[src/rtl/core/ultrasonic_echo_ranger_macros.svh]
// ----------------------------------------------------------------------------
// ultrasonic echo ranger assertion macros
// immediate-implication and next-cycle checks, compiled out under SYNTH
// ----------------------------------------------------------------------------
`ifndef ULTRASONIC_ECHO_RANGER_MACROS_SVH
`define ULTRASONIC_ECHO_RANGER_MACROS_SVH

`ifndef SYNTH
`define UER_ASSERT_IMPL(lbl, clk, rstn, ante, cons) \
    lbl: assert property (@(posedge clk) disable iff (!(rstn)) (ante) |-> (cons)) \
        else $error("uer assertion failed: implication");
`define UER_ASSERT_NEXT(lbl, clk, rstn, ante, cons) \
    lbl: assert property (@(posedge clk) disable iff (!(rstn)) (ante) |=> (cons)) \
        else $error("uer assertion failed: next cycle");
`else
`define UER_ASSERT_IMPL(lbl, clk, rstn, ante, cons)
`define UER_ASSERT_NEXT(lbl, clk, rstn, ante, cons)
`endif

`endif

[src/rtl/core/uer_pkg.sv]
// ----------------------------------------------------------------------------
// uer_pkg
// shared constants and types for the echo ranger
// ----------------------------------------------------------------------------
`default_nettype none

package uer_pkg;

    localparam int HISTORY_DEPTH = 8;
    localparam int HIST_IDX_W    = (HISTORY_DEPTH > 1) ? $clog2(HISTORY_DEPTH) : 1;

    localparam int TRIG_W   = 10;
    localparam int TOUT_W   = 16;
    localparam int CAP_W    = 16;
    localparam int GAP_W    = 20;
    localparam int TIMER_W  = 20;
    localparam int VALUE_W  = 16;
    localparam int SEQ_W    = 32;
    localparam int RD_IDX_W = 3;
    localparam int CFG_IDX_W  = 2;
    localparam int CFG_DATA_W = 20;

    // register indexes on the configuration port
    localparam logic [CFG_IDX_W-1:0] REG_TRIGGER_TICKS = 2'd0;
    localparam logic [CFG_IDX_W-1:0] REG_WAIT_TIMEOUT  = 2'd1;
    localparam logic [CFG_IDX_W-1:0] REG_ECHO_CAP      = 2'd2;
    localparam logic [CFG_IDX_W-1:0] REG_GAP_TICKS     = 2'd3;

    localparam logic [TRIG_W-1:0] TRIGGER_RESET = 10'd10;
    localparam logic [TOUT_W-1:0] TIMEOUT_RESET = 16'd38000;
    localparam logic [CAP_W-1:0]  CAP_RESET     = 16'd38000;
    localparam logic [GAP_W-1:0]  GAP_RESET     = 20'd60000;
    localparam logic [CAP_W-1:0]  CAP_LIMIT     = 16'd65534;

    typedef struct packed {
        logic               trigger_out;
        logic               ready_pulse;
        logic [VALUE_W-1:0] latest_us;
        logic [SEQ_W-1:0]   sequence_count;
    } uer_result_t;

    typedef struct packed {
        logic               wr_en;
        logic [VALUE_W-1:0] data;
    } uer_hist_wr_t;

endpackage

`default_nettype wire

[src/rtl/core/ultrasonic_echo_ranger.sv]
// an accepted request waits in the input register; its result is then registered into the output register
// throughput: one tick request per cycle while m_ready keeps the output free, set by the single-pass sequencer update
// an input register buffers one request while a result waits on the output
// reset: synchronous, active low; trigger phase, counters, latest value and
// history all cleared, configuration back to its defaults
// ----------------------------------------------------------------------------
// ultrasonic_echo_ranger
// ultrasonic ranging sequencer with echo width measurement and history ring
// ----------------------------------------------------------------------------
`default_nettype none

module ultrasonic_echo_ranger
    import uer_pkg::*;
(
    input  wire logic                  aclk,
    input  wire logic                  aresetn,
    input  wire logic                  cfg_wr_en,
    input  wire logic [CFG_IDX_W-1:0]  cfg_index,
    input  wire logic [CFG_DATA_W-1:0] cfg_wdata,
    input  wire logic                  s_valid,
    output logic                       s_ready,
    input  wire logic                  s_echo_level,
    input  wire logic [RD_IDX_W-1:0]   s_history_read_index,
    output logic                       m_valid,
    input  wire logic                  m_ready,
    output logic                       m_trigger_out,
    output logic                       m_ready_pulse,
    output logic [VALUE_W-1:0]         m_latest_us,
    output logic [SEQ_W-1:0]           m_sequence_count,
    output logic [VALUE_W-1:0]         m_history_value
);

    logic                in_vld_reg, in_vld_next;
    logic                in_echo_reg;
    logic [RD_IDX_W-1:0] in_idx_reg;
    logic                out_vld_reg, out_vld_next;
    uer_result_t         out_res_reg;
    logic [VALUE_W-1:0]  out_hist_reg;

    logic                take_in;
    logic                load_out;
    uer_result_t         res;
    uer_hist_wr_t        hist_wr;
    logic [VALUE_W-1:0]  hist_data;

    assign load_out = in_vld_reg && (!out_vld_reg || m_ready);
    assign s_ready  = !in_vld_reg || load_out;
    assign take_in  = s_valid && s_ready;

    always_comb begin
        if (take_in) begin
            in_vld_next = 1'b1;
        end else if (load_out) begin
            in_vld_next = 1'b0;
        end else begin
            in_vld_next = in_vld_reg;
        end
        if (load_out) begin
            out_vld_next = 1'b1;
        end else if (m_ready) begin
            out_vld_next = 1'b0;
        end else begin
            out_vld_next = out_vld_reg;
        end
    end

    always_ff @(posedge aclk) begin
        if (!aresetn) begin
            in_vld_reg  <= 1'b0;
            out_vld_reg <= 1'b0;
        end else begin
            in_vld_reg  <= in_vld_next;
            out_vld_reg <= out_vld_next;
        end
    end

    always_ff @(posedge aclk) begin
        if (take_in) begin
            in_echo_reg <= s_echo_level;
            in_idx_reg  <= s_history_read_index;
        end
        if (load_out) begin
            out_res_reg  <= res;
            out_hist_reg <= hist_data;
        end
    end

    uer_ctrl u_ctrl (
        .aclk      (aclk),
        .aresetn   (aresetn),
        .cfg_wr_en (cfg_wr_en),
        .cfg_index (cfg_index),
        .cfg_wdata (cfg_wdata),
        .step      (load_out),
        .echo      (in_echo_reg),
        .result    (res),
        .hist_wr   (hist_wr)
    );

    uer_hist u_hist (
        .aclk     (aclk),
        .aresetn  (aresetn),
        .hist_wr  (hist_wr),
        .rd_index (in_idx_reg),
        .rd_data  (hist_data)
    );

    assign m_valid          = out_vld_reg;
    assign m_trigger_out    = out_res_reg.trigger_out;
    assign m_ready_pulse    = out_res_reg.ready_pulse;
    assign m_latest_us      = out_res_reg.latest_us;
    assign m_sequence_count = out_res_reg.sequence_count;
    assign m_history_value  = out_hist_reg;

endmodule

`default_nettype wire

[src/rtl/core/uer_hist.sv]
// ----------------------------------------------------------------------------
// uer_hist
// history ring of measured echo widths with write-through read port
// ----------------------------------------------------------------------------
`default_nettype none

module uer_hist
    import uer_pkg::*;
(
    input  wire logic                aclk,
    input  wire logic                aresetn,
    input  wire uer_hist_wr_t        hist_wr,
    input  wire logic [RD_IDX_W-1:0] rd_index,
    output logic      [VALUE_W-1:0]  rd_data
);

    localparam int EXT_W = 9;

    logic [VALUE_W-1:0]    ring_reg [HISTORY_DEPTH];
    logic [HIST_IDX_W-1:0] slot_reg;
    logic [HIST_IDX_W-1:0] slot_next;
    logic [EXT_W-1:0]      rd_ext;
    logic [HIST_IDX_W-1:0] rd_sel;

    always_comb begin
        if (slot_reg == HIST_IDX_W'(HISTORY_DEPTH - 1)) begin
            slot_next = '0;
        end else begin
            slot_next = slot_reg + 1'b1;
        end
    end

    always_ff @(posedge aclk) begin
        if (!aresetn) begin
            slot_reg <= '0;
            for (int i = 0; i < HISTORY_DEPTH; i++) begin
                ring_reg[i] <= '0;
            end
        end else if (hist_wr.wr_en) begin
            ring_reg[slot_reg] <= hist_wr.data;
            slot_reg           <= slot_next;
        end
    end

    assign rd_ext = EXT_W'(rd_index);
    assign rd_sel = rd_ext[HIST_IDX_W-1:0];

    // result shows the ring after this request's write
    always_comb begin
        if (rd_ext >= EXT_W'(HISTORY_DEPTH)) begin
            rd_data = '0;
        end else if (hist_wr.wr_en && (slot_reg == rd_sel)) begin
            rd_data = hist_wr.data;
        end else begin
            rd_data = ring_reg[rd_sel];
        end
    end

endmodule

`default_nettype wire

[src/rtl/core/uer_ctrl.sv]
// ----------------------------------------------------------------------------
// uer_ctrl
// measurement sequencer: trigger, echo wait, echo count and gap phases
// ----------------------------------------------------------------------------
`default_nettype none
`include "ultrasonic_echo_ranger_macros.svh"

module uer_ctrl
    import uer_pkg::*;
(
    input  wire logic                  aclk,
    input  wire logic                  aresetn,
    input  wire logic                  cfg_wr_en,
    input  wire logic [CFG_IDX_W-1:0]  cfg_index,
    input  wire logic [CFG_DATA_W-1:0] cfg_wdata,
    input  wire logic                  step,
    input  wire logic                  echo,
    output uer_result_t                result,
    output uer_hist_wr_t               hist_wr
);

    typedef enum logic [2:0] {
        PH_TRIGGER,
        PH_WAIT,
        PH_COUNT,
        PH_GAP
    } phase_t;

    logic [TRIG_W-1:0]  trig_ticks_reg;
    logic [TOUT_W-1:0]  timeout_reg;
    logic [CAP_W-1:0]   cap_reg;
    logic [GAP_W-1:0]   gap_ticks_reg;

    phase_t             phase_reg, phase_next;
    logic [TIMER_W-1:0] timer_reg, timer_next;
    logic [VALUE_W-1:0] count_reg, count_next;
    logic [VALUE_W-1:0] latest_reg, latest_next;
    logic [SEQ_W-1:0]   attempt_reg, attempt_next;

    logic [CAP_W-1:0]   cap;
    logic [TRIG_W-1:0]  trig_lim;
    logic [GAP_W-1:0]   gap_lim;
    logic [TIMER_W-1:0] timer_inc;
    logic [VALUE_W-1:0] count_inc;
    logic               finish;
    logic               keep;
    logic [VALUE_W-1:0] finish_value;
    logic               trig;

    always_ff @(posedge aclk) begin
        if (!aresetn) begin
            trig_ticks_reg <= TRIGGER_RESET;
            timeout_reg    <= TIMEOUT_RESET;
            cap_reg        <= CAP_RESET;
            gap_ticks_reg  <= GAP_RESET;
        end else if (cfg_wr_en) begin
            case (cfg_index)
                REG_TRIGGER_TICKS: trig_ticks_reg <= cfg_wdata[TRIG_W-1:0];
                REG_WAIT_TIMEOUT:  timeout_reg    <= cfg_wdata[TOUT_W-1:0];
                REG_ECHO_CAP:      cap_reg        <= cfg_wdata[CAP_W-1:0];
                REG_GAP_TICKS:     gap_ticks_reg  <= cfg_wdata[GAP_W-1:0];
                default: ;
            endcase
        end
    end

    // cap plus one must still fit the result width
    assign cap       = (cap_reg > CAP_LIMIT) ? CAP_LIMIT : cap_reg;
    assign trig_lim  = (trig_ticks_reg == '0) ? TRIG_W'(1) : trig_ticks_reg;
    assign gap_lim   = (gap_ticks_reg == '0) ? GAP_W'(1) : gap_ticks_reg;
    assign timer_inc = timer_reg + 1'b1;
    assign count_inc = count_reg + 1'b1;

    always_comb begin
        phase_next   = phase_reg;
        timer_next   = timer_reg;
        count_next   = count_reg;
        finish       = 1'b0;
        keep         = 1'b0;
        finish_value = '0;
        trig         = 1'b0;
        case (phase_reg)
            PH_TRIGGER: begin
                trig = 1'b1;
                if (timer_inc >= TIMER_W'(trig_lim)) begin
                    phase_next = PH_WAIT;
                    timer_next = '0;
                end else begin
                    timer_next = timer_inc;
                end
            end
            PH_WAIT: begin
                if (echo) begin
                    count_next = VALUE_W'(1);
                    timer_next = '0;
                    if (cap == '0) begin
                        finish       = 1'b1;
                        keep         = 1'b1;
                        finish_value = VALUE_W'(1);
                    end else begin
                        phase_next = PH_COUNT;
                    end
                end else if (timer_inc > TIMER_W'(timeout_reg)) begin
                    finish = 1'b1;
                end else begin
                    timer_next = timer_inc;
                end
            end
            PH_COUNT: begin
                if (echo) begin
                    count_next = count_inc;
                    if (count_inc > cap) begin
                        finish       = 1'b1;
                        keep         = 1'b1;
                        finish_value = count_inc;
                    end
                end else begin
                    finish       = 1'b1;
                    keep         = 1'b1;
                    finish_value = count_reg;
                end
            end
            default: begin
                if (timer_inc >= TIMER_W'(gap_lim)) begin
                    phase_next = PH_TRIGGER;
                    timer_next = '0;
                end else begin
                    timer_next = timer_inc;
                end
            end
        endcase
        if (finish) begin
            phase_next = PH_GAP;
            timer_next = '0;
        end
    end

    assign latest_next  = finish ? finish_value : latest_reg;
    assign attempt_next = finish ? attempt_reg + 1'b1 : attempt_reg;

    always_ff @(posedge aclk) begin
        if (!aresetn) begin
            phase_reg   <= PH_TRIGGER;
            timer_reg   <= '0;
            count_reg   <= '0;
            latest_reg  <= '0;
            attempt_reg <= '0;
        end else if (step) begin
            phase_reg   <= phase_next;
            timer_reg   <= timer_next;
            count_reg   <= count_next;
            latest_reg  <= latest_next;
            attempt_reg <= attempt_next;
        end
    end

    assign result.trigger_out    = trig;
    assign result.ready_pulse    = finish;
    assign result.latest_us      = latest_next;
    assign result.sequence_count = attempt_next;

    assign hist_wr.wr_en = step && keep;
    assign hist_wr.data  = finish_value;

    `UER_ASSERT_NEXT(a_seq_on_done, aclk, aresetn, step && finish, attempt_reg == $past(attempt_reg) + 1'b1)
    `UER_ASSERT_NEXT(a_hold_idle, aclk, aresetn, !step, $stable(phase_reg) && $stable(attempt_reg))
    `UER_ASSERT_NEXT(a_trig_exit, aclk, aresetn, step && (phase_reg == PH_TRIGGER), (phase_reg == PH_TRIGGER) || (phase_reg == PH_WAIT))

endmodule

`default_nettype wire
[config.mk]
export PLATFORM = sky130hd
export DESIGN_NAME = ultrasonic_echo_ranger
export DESIGN_NICKNAME = d
export VERILOG_FILES = /design/src/rtl/core/uer_pkg.sv /design/src/rtl/core/ultrasonic_echo_ranger.sv /design/src/rtl/core/uer_hist.sv /design/src/rtl/core/uer_ctrl.sv
export VERILOG_INCLUDE_DIRS = /design/src /design/src/rtl/core
export SDC_FILE = /design/constraint.sdc
export NUM_CORES = 1
export LEC_CHECK = 0
export BUFFER_PORTS_ARGS = -buffer_cell sky130_fd_sc_hd__buf_4
export CAP_MARGIN = 30
export CORE_ASPECT_RATIO = 1.2
export CORE_MARGIN = 2
export CORE_UTILIZATION = 35
export CTS_CLUSTER_DIAMETER = 50
export DETAILED_ROUTE_END_ITERATION = 7
export PLACE_DENSITY = 0.6
export SYNTH_ARGS = -nofsm -noshare
export SYNTH_HDL_FRONTEND = slang
export SYNTH_SLANG_ARGS = --single-unit
export TNS_END_PERCENT = 50
[constraint.sdc]
create_clock -name aclk -period 5.25 [get_ports aclk]
set_input_delay 0.2625 -clock aclk [delete_from_list [all_inputs] [get_ports aclk]]
set_output_delay 0.2625 -clock aclk [all_outputs]
set_load 0.02 [all_outputs]
# Word level (Yosys, flattened, before mapping)
# Memories as Yosys holds them, arrays and structs flattened. A register that Yosys moved wholly into a read port is not among the register bits.
# Index checks and enable logic that the tools add are counted.
# classes
mux,48
n_lt_le_gt_ge,6
n_reduce_logical,25
eq_ne,14
n_addsub,4
# ops
cell,n
two-way mux 16 bit,9
two-way mux 20 bit,6
case mux 16 bit (2 select lines),2
case mux 20 bit (3 select lines),1
"adder 32 x 1 -> 32 bit, second input constant",1
two-way mux 32 bit,1
two-way mux 3 bit,8
"adder 20 x 1 -> 20 bit, second input constant",1
>= comparator 20 x 10 -> 1 bit,1
>= comparator 20 bit,1
> comparator 20 x 16 -> 1 bit,1
logical NOT 20 bit,1
two-way mux 1 bit,17
"adder 16 x 1 -> 16 bit, second input constant",1
> comparator 16 bit,1
"> comparator 16 bit, second input constant",1
logical NOT 16 bit,1
OR reduction 16 bit,1
logical NOT 10 bit,1
two-way mux 10 bit,1
case mux 3 bit (3 select lines),1
AND reduction 2 bit,4
"inequality test 3 x 2 -> 1 bit, second input constant",2
AND reduction 6 bit,1
22 further kinds,32
# word_totals
in_bits,31
ram_bits,128
word_cells,117
out_inout_bits,68
n_memories,1
reg_bits,224
# memory_table
name,depth,word_bits,read_ports,rd_ports_with_merged_regs,wr,line,text
u_hist.ring_reg,8,16,1,1,8,uer_hist.sv:19,logic [VALUE_W-1:0] ring_reg [HISTORY_DEPTH];

# Depth between registers and ports, before layout
# depth
depth_word,12
ltp_mapped,18
depth_no_buf,15

# Modules after synthesis
# A second synthesis with hierarchy kept.
# hier_totals
hier_cells,1677
area_unflattened_um2,17956.0
# by_module_without_submodules
mod,cells_per_inst,area_each_um2,instances
uer_ctrl,1218,9440.3,1
uer_hist,380,6309.8,1
ultrasonic_echo_ranger,79,2205.9,1

# Least setup slack after synthesis
# Ideal clock, no wire load.
# synth_timing
kind,reg2reg
from,reg u_ctrl.count_reg[2]
to,"mem u_hist.ring_reg[2][0], enable pin"
required_time_ns,4.886
setup_time_ns,0.364
arrival_time_ns,4.448
path_stages_with_launch,17
synth_period_minus_slack_ns,4.812
slack_ns,0.438
cell_sequence,dfxtp_1 clkbuf_1 nand3_1 nor4_1 nand4_1 xnor2_1 ha_1 nand4_1 or4_1 clkbuf_1 a31o_2 buf_2 and2_1 buf_2 nand4_1 clkbuf_1 nand2_1
# synth_rtl
element,line,text
start: declaration,uer_ctrl.sv:36,"logic [VALUE_W-1:0] count_reg, count_next;"
start signal: assignment,uer_ctrl.sv:151,count_reg <= count_next;
end: declaration,uer_hist.sv:19,

# Worst setup path in the final report
# layout_timing
from,reg u_ctrl.timer_reg[0]
to,reg u_ctrl.attempt_reg[24]
# layout_via
elab_chain_cells,6
# layout_rtl
element,line,text
start: declaration,uer_ctrl.sv:35,"logic [TIMER_W-1:0] timer_reg, timer_next;"
start signal: assignment,uer_ctrl.sv:150,timer_reg <= timer_next;
adder 20 x 1 -> 20 bit,uer_ctrl.sv:71,assign timer_inc = timer_reg + 1'b1;
> comparator 20 x 16 -> 1 bit,uer_ctrl.sv:103,end else if (timer_inc > TIMER_W'(timeout_reg)) begin
two-way mux 1 bit,uer_ctrl.sv:103,
two-way mux 1 bit,uer_ctrl.sv:93,if (echo) begin
case mux 1 bit (2 select lines),uer_ctrl.sv:82,case (phase_reg)
two-way mux 32 bit,uer_ctrl.sv:139,assign attempt_next = finish ? attempt_reg + 1'b1 : attempt_reg;
end signal: assignment,uer_ctrl.sv:153,attempt_reg <= attempt_next;
end: declaration,uer_ctrl.sv:38,"logic [SEQ_W-1:0] attempt_reg, attempt_next;"
# Every way passes these cells.
# A chain may end at the register's enable or synchronous reset.

==> metrics.yaml <==
finish:
  stdcell_count: 2463
  area.growth.synth_to_final_pct: 17.2
  layout.filler_cells: 4695
  diodes: 0
  nNetsFinal: 1893
  final_cell_area_um2: 20500
  largest_reg_flops: 128
  drive_gt1_share_pct: 15.3
sta:
  min_period_ps: 4640
  slew_violations: 0
  setup_viol: 0
  setup-tns-final_ps: 0
  fmax_ghz: 0.216
  min_period_over_period_pct: 88.3
  skew_ps: 18.9
  hold_viol_final: 0
  whs_ps: 34.0
  worst_pin_slew_ps: 964
  rsz0062_at_grt: "no"
  max_slew_margin_pct: 35.7
die:
  rows: 89
  top_level_ports: 99
  die_height_um: 249
  core_area_um2: 49300
  die_area_um2: 51900
  start_util_pct: 35.5
  die_x_um: 208
drt:
  vias_per_cell: 5.24
  dr.pass1.iters: 5
  drcViolationCount: 0
  num_vias: 12898
  initialDrtViolationCount: 823
  wl_per_cell_um: 17.8
  drt_wl_total_um: 43900
  antenna_left: 0
pwr:
  power.leakage_nw: 7.50
  vdd_ir_drop_max_uv: 226
  power_w: 0.00654
  p_per_area_nw_per_um2: 319
grt:
  grt_pass1_wl_um: 69700
  grt_max_degree: 70
  grt_pass1_vias: 12772
  overflow: 0
  grtUsageTotal_pct: 16.8
  antenna_found_initial: 0
setup_path:
  ff2ff_setup_slack_ps: 610
  crit_chain: "ha_1 -> nand4_4 -> nor3_1 -> nor2_1 -> or2_2 -> ha_1 -> nand4_1 -> nor4_1 -> a21oi_1 -> inv_1 -> o31ai_4 -> o2111ai_1 -> or3_1 -> a21oi_1"
  critPathLaunchType: "flip-flop"
  crit_arrival_ps: 5130
  worstPathRequired_ps: 5740
  r2r_start: "u_ctrl.timer_reg[0]"
  crit_path_top_delay_cell: "o31ai_4"
  crit_fanout: 11
  slowest_delay_ps: 590
  critPathBufInv: 1
  crit_type: "flip-flop to flip-flop"
  endpoint_kind: "flip-flop"
  cp_top_family: "simple AND/OR/NAND/NOR gates"
  worstRegToRegCells: 14
  timing.rr.end: "u_ctrl.attempt_reg[24]"
clock_tree:
  postCtsSetupBuffers: 0
  root_buffer: "clkbuf_16"
  htreeDepth: 2
  cts.path.max_buffers: 3
  clock_latency_ps: 580
  cts.sinks: 354
  tritoncts: "built"
  tritoncts.num_buffers: 43
  clkTransAtPathRegs_ps: 60
yosys:
  yosysMostFrequentCell: "nor2_1"
  syn-num-nets: 1801
  syn_area_um2: 17500
  yosys.area.top_type_share_pct: 33.9
  synth_edf_count: 198
  synth.area.top_cells: "edfxtp_1 34%, dfxtp_1 18%, ha_1 5.0%"
  synth_cells: 1700
  yosysSeqAreaShare_pct: 51.7
  synth_common_cells: "230 x nor2_1, 198 x edfxtp_1, 193 x nand2_1"
  yosysTopAreaCell: "edfxtp_1"
  async_reset_ff_share_pct: 0
  syn_avg_cell_area_um2: 10.3
  synthFlopType: "edfxtp_1"
  yosysWarnings: 0
  synth-seq-cells: 354
  yosys.cell_types.count: 83
worst_hold_path:
  hold_start: "cfg_index[1]"
  hold-path-endpoint: "u_ctrl.trig_ticks_reg[3]"
  hp-class: "input port to flip-flop"
  min_path_cells: 4
status:
  status: "completed"
placement:
  place_inst: 2357
  port_buffers: 98
  dp_hpwl_um: 30100
  place_congestion: 0.875
  post_dp_cell_area_um2: 18800
run:
  cap_viol_max_count: 0
how the worst max path moves through the flow:
stage	to	startpoint	slack (ps)	cells past startpoint
6_report	u_ctrl.attempt_reg[24]	u_ctrl.timer_reg[0]	610	14
5_1_grt	u_ctrl.attempt_reg[24]	u_ctrl.timer_reg[0]	250	14
4_1_cts	m_sequence_count[7]	u_ctrl.timer_reg[0]	460	15
3_5_place_dp	m_sequence_count[7]	u_ctrl.timer_reg[6]	480	15
3_3_place_gp	m_sequence_count[7]	u_ctrl.timer_reg[6]	630	15
2_1_floorplan	u_hist.ring_reg[2][0]	u_ctrl.count_reg[2]	440	16
cells by family after synthesis:
logic type                 Yosys count  share of synthesized area [%]
AOI/OAI and AO/OA                  277                           10.7
xor gates and xnor gates            81                           4.05
adders and majority gates           70                           5.00
buffers and inverters              195                           4.72
DFF                                354                           51.7
muxes                               70                           6.30
and+or+nand+nor                    653                           17.5
metal layers:
metal  global-route usage [%]  part of all wire (%)  routed length [µm]  vias up
li1                         -                     -                   -     6278
met1                     21.2                    43               18700     6275
met2                     29.2                    50               21900      276
met3                     3.04                   5.0                2200       69
met4                     4.81                   2.3                1000        0
met5                        0                     0                   0        -
tightest hold or removal path, delay by kind of cell:
| kind | cells | cell delay [ps] |
|---|---|---|
| compound gates | 1 | 70 |
| buf+inv | 1 | 110 |
| simple gates | 2 | 110 |
placed cells by master, fill, tap and decap left out, types with 14 or more instances in the layout:
master / Yosys / routed
clkbuf_16: 0 / 43
a21oi_1: 101 / 101
dlygate4sd3_1: 1 / 26
nor4_1: 18 / 17
buf_4: 0 / 128
nor2_1: 230 / 230
nor3_1: 14 / 14
xor2_1: 42 / 42
nand2_1: 193 / 193
o211ai_1: 40 / 40
edfxtp_1: 198 / 198
ha_1: 70 / 70
mux4_2: 32 / 32
nand4_1: 37 / 37
mux2i_1: 35 / 35
nand3_1: 44 / 44
xnor2_1: 39 / 39
dfxtp_1: 156 / 155
o21ai_0: 39 / 39
or3_1: 33 / 33
inv_1: 84 / 82
and3_1: 14 / 14
power by group:
part           switching, W  internal [W]  leakage [nW]
Clock               0.00123       0.00180         0.698
Sequential        0.0000476       0.00303          3.14
Combinational      0.000252      0.000184          3.66
Total               0.00153       0.00501          7.50
final cells by class:
| cell class | count | area, µm² | area share, % |
|---|---|---|---|
| flip-flops and latches | 354 | 9070 | 44.2 |
| well taps | 637 | 797 | 3.88 |
| repair buffers | 156 | 1260 | 6.13 |
| clock buffers | 53 | 1120 | 5.47 |
| inverters | 86 | 327 | 1.59 |
| multi-input cells | 1151 | 7640 | 37.2 |
| clock inverters | 26 | 322 | 1.57 |
stage by stage:
stage,util [%],setup slack [ps]
after floorplan,-,438
final,41.6,612
after detailed placement,38.1,476
after global routing,41.6,246
after global placement,38.1,632
after CTS,41.6,456
repair_timing:
action | in CTS | in global routing
gates resized for setup | 0 | 1
endpoints found under the hold margin | 68 | 0
hold buffers | 26 | 0
setup endpoints to repair | 0 | 2
Power figures use the tool's default switching activity.
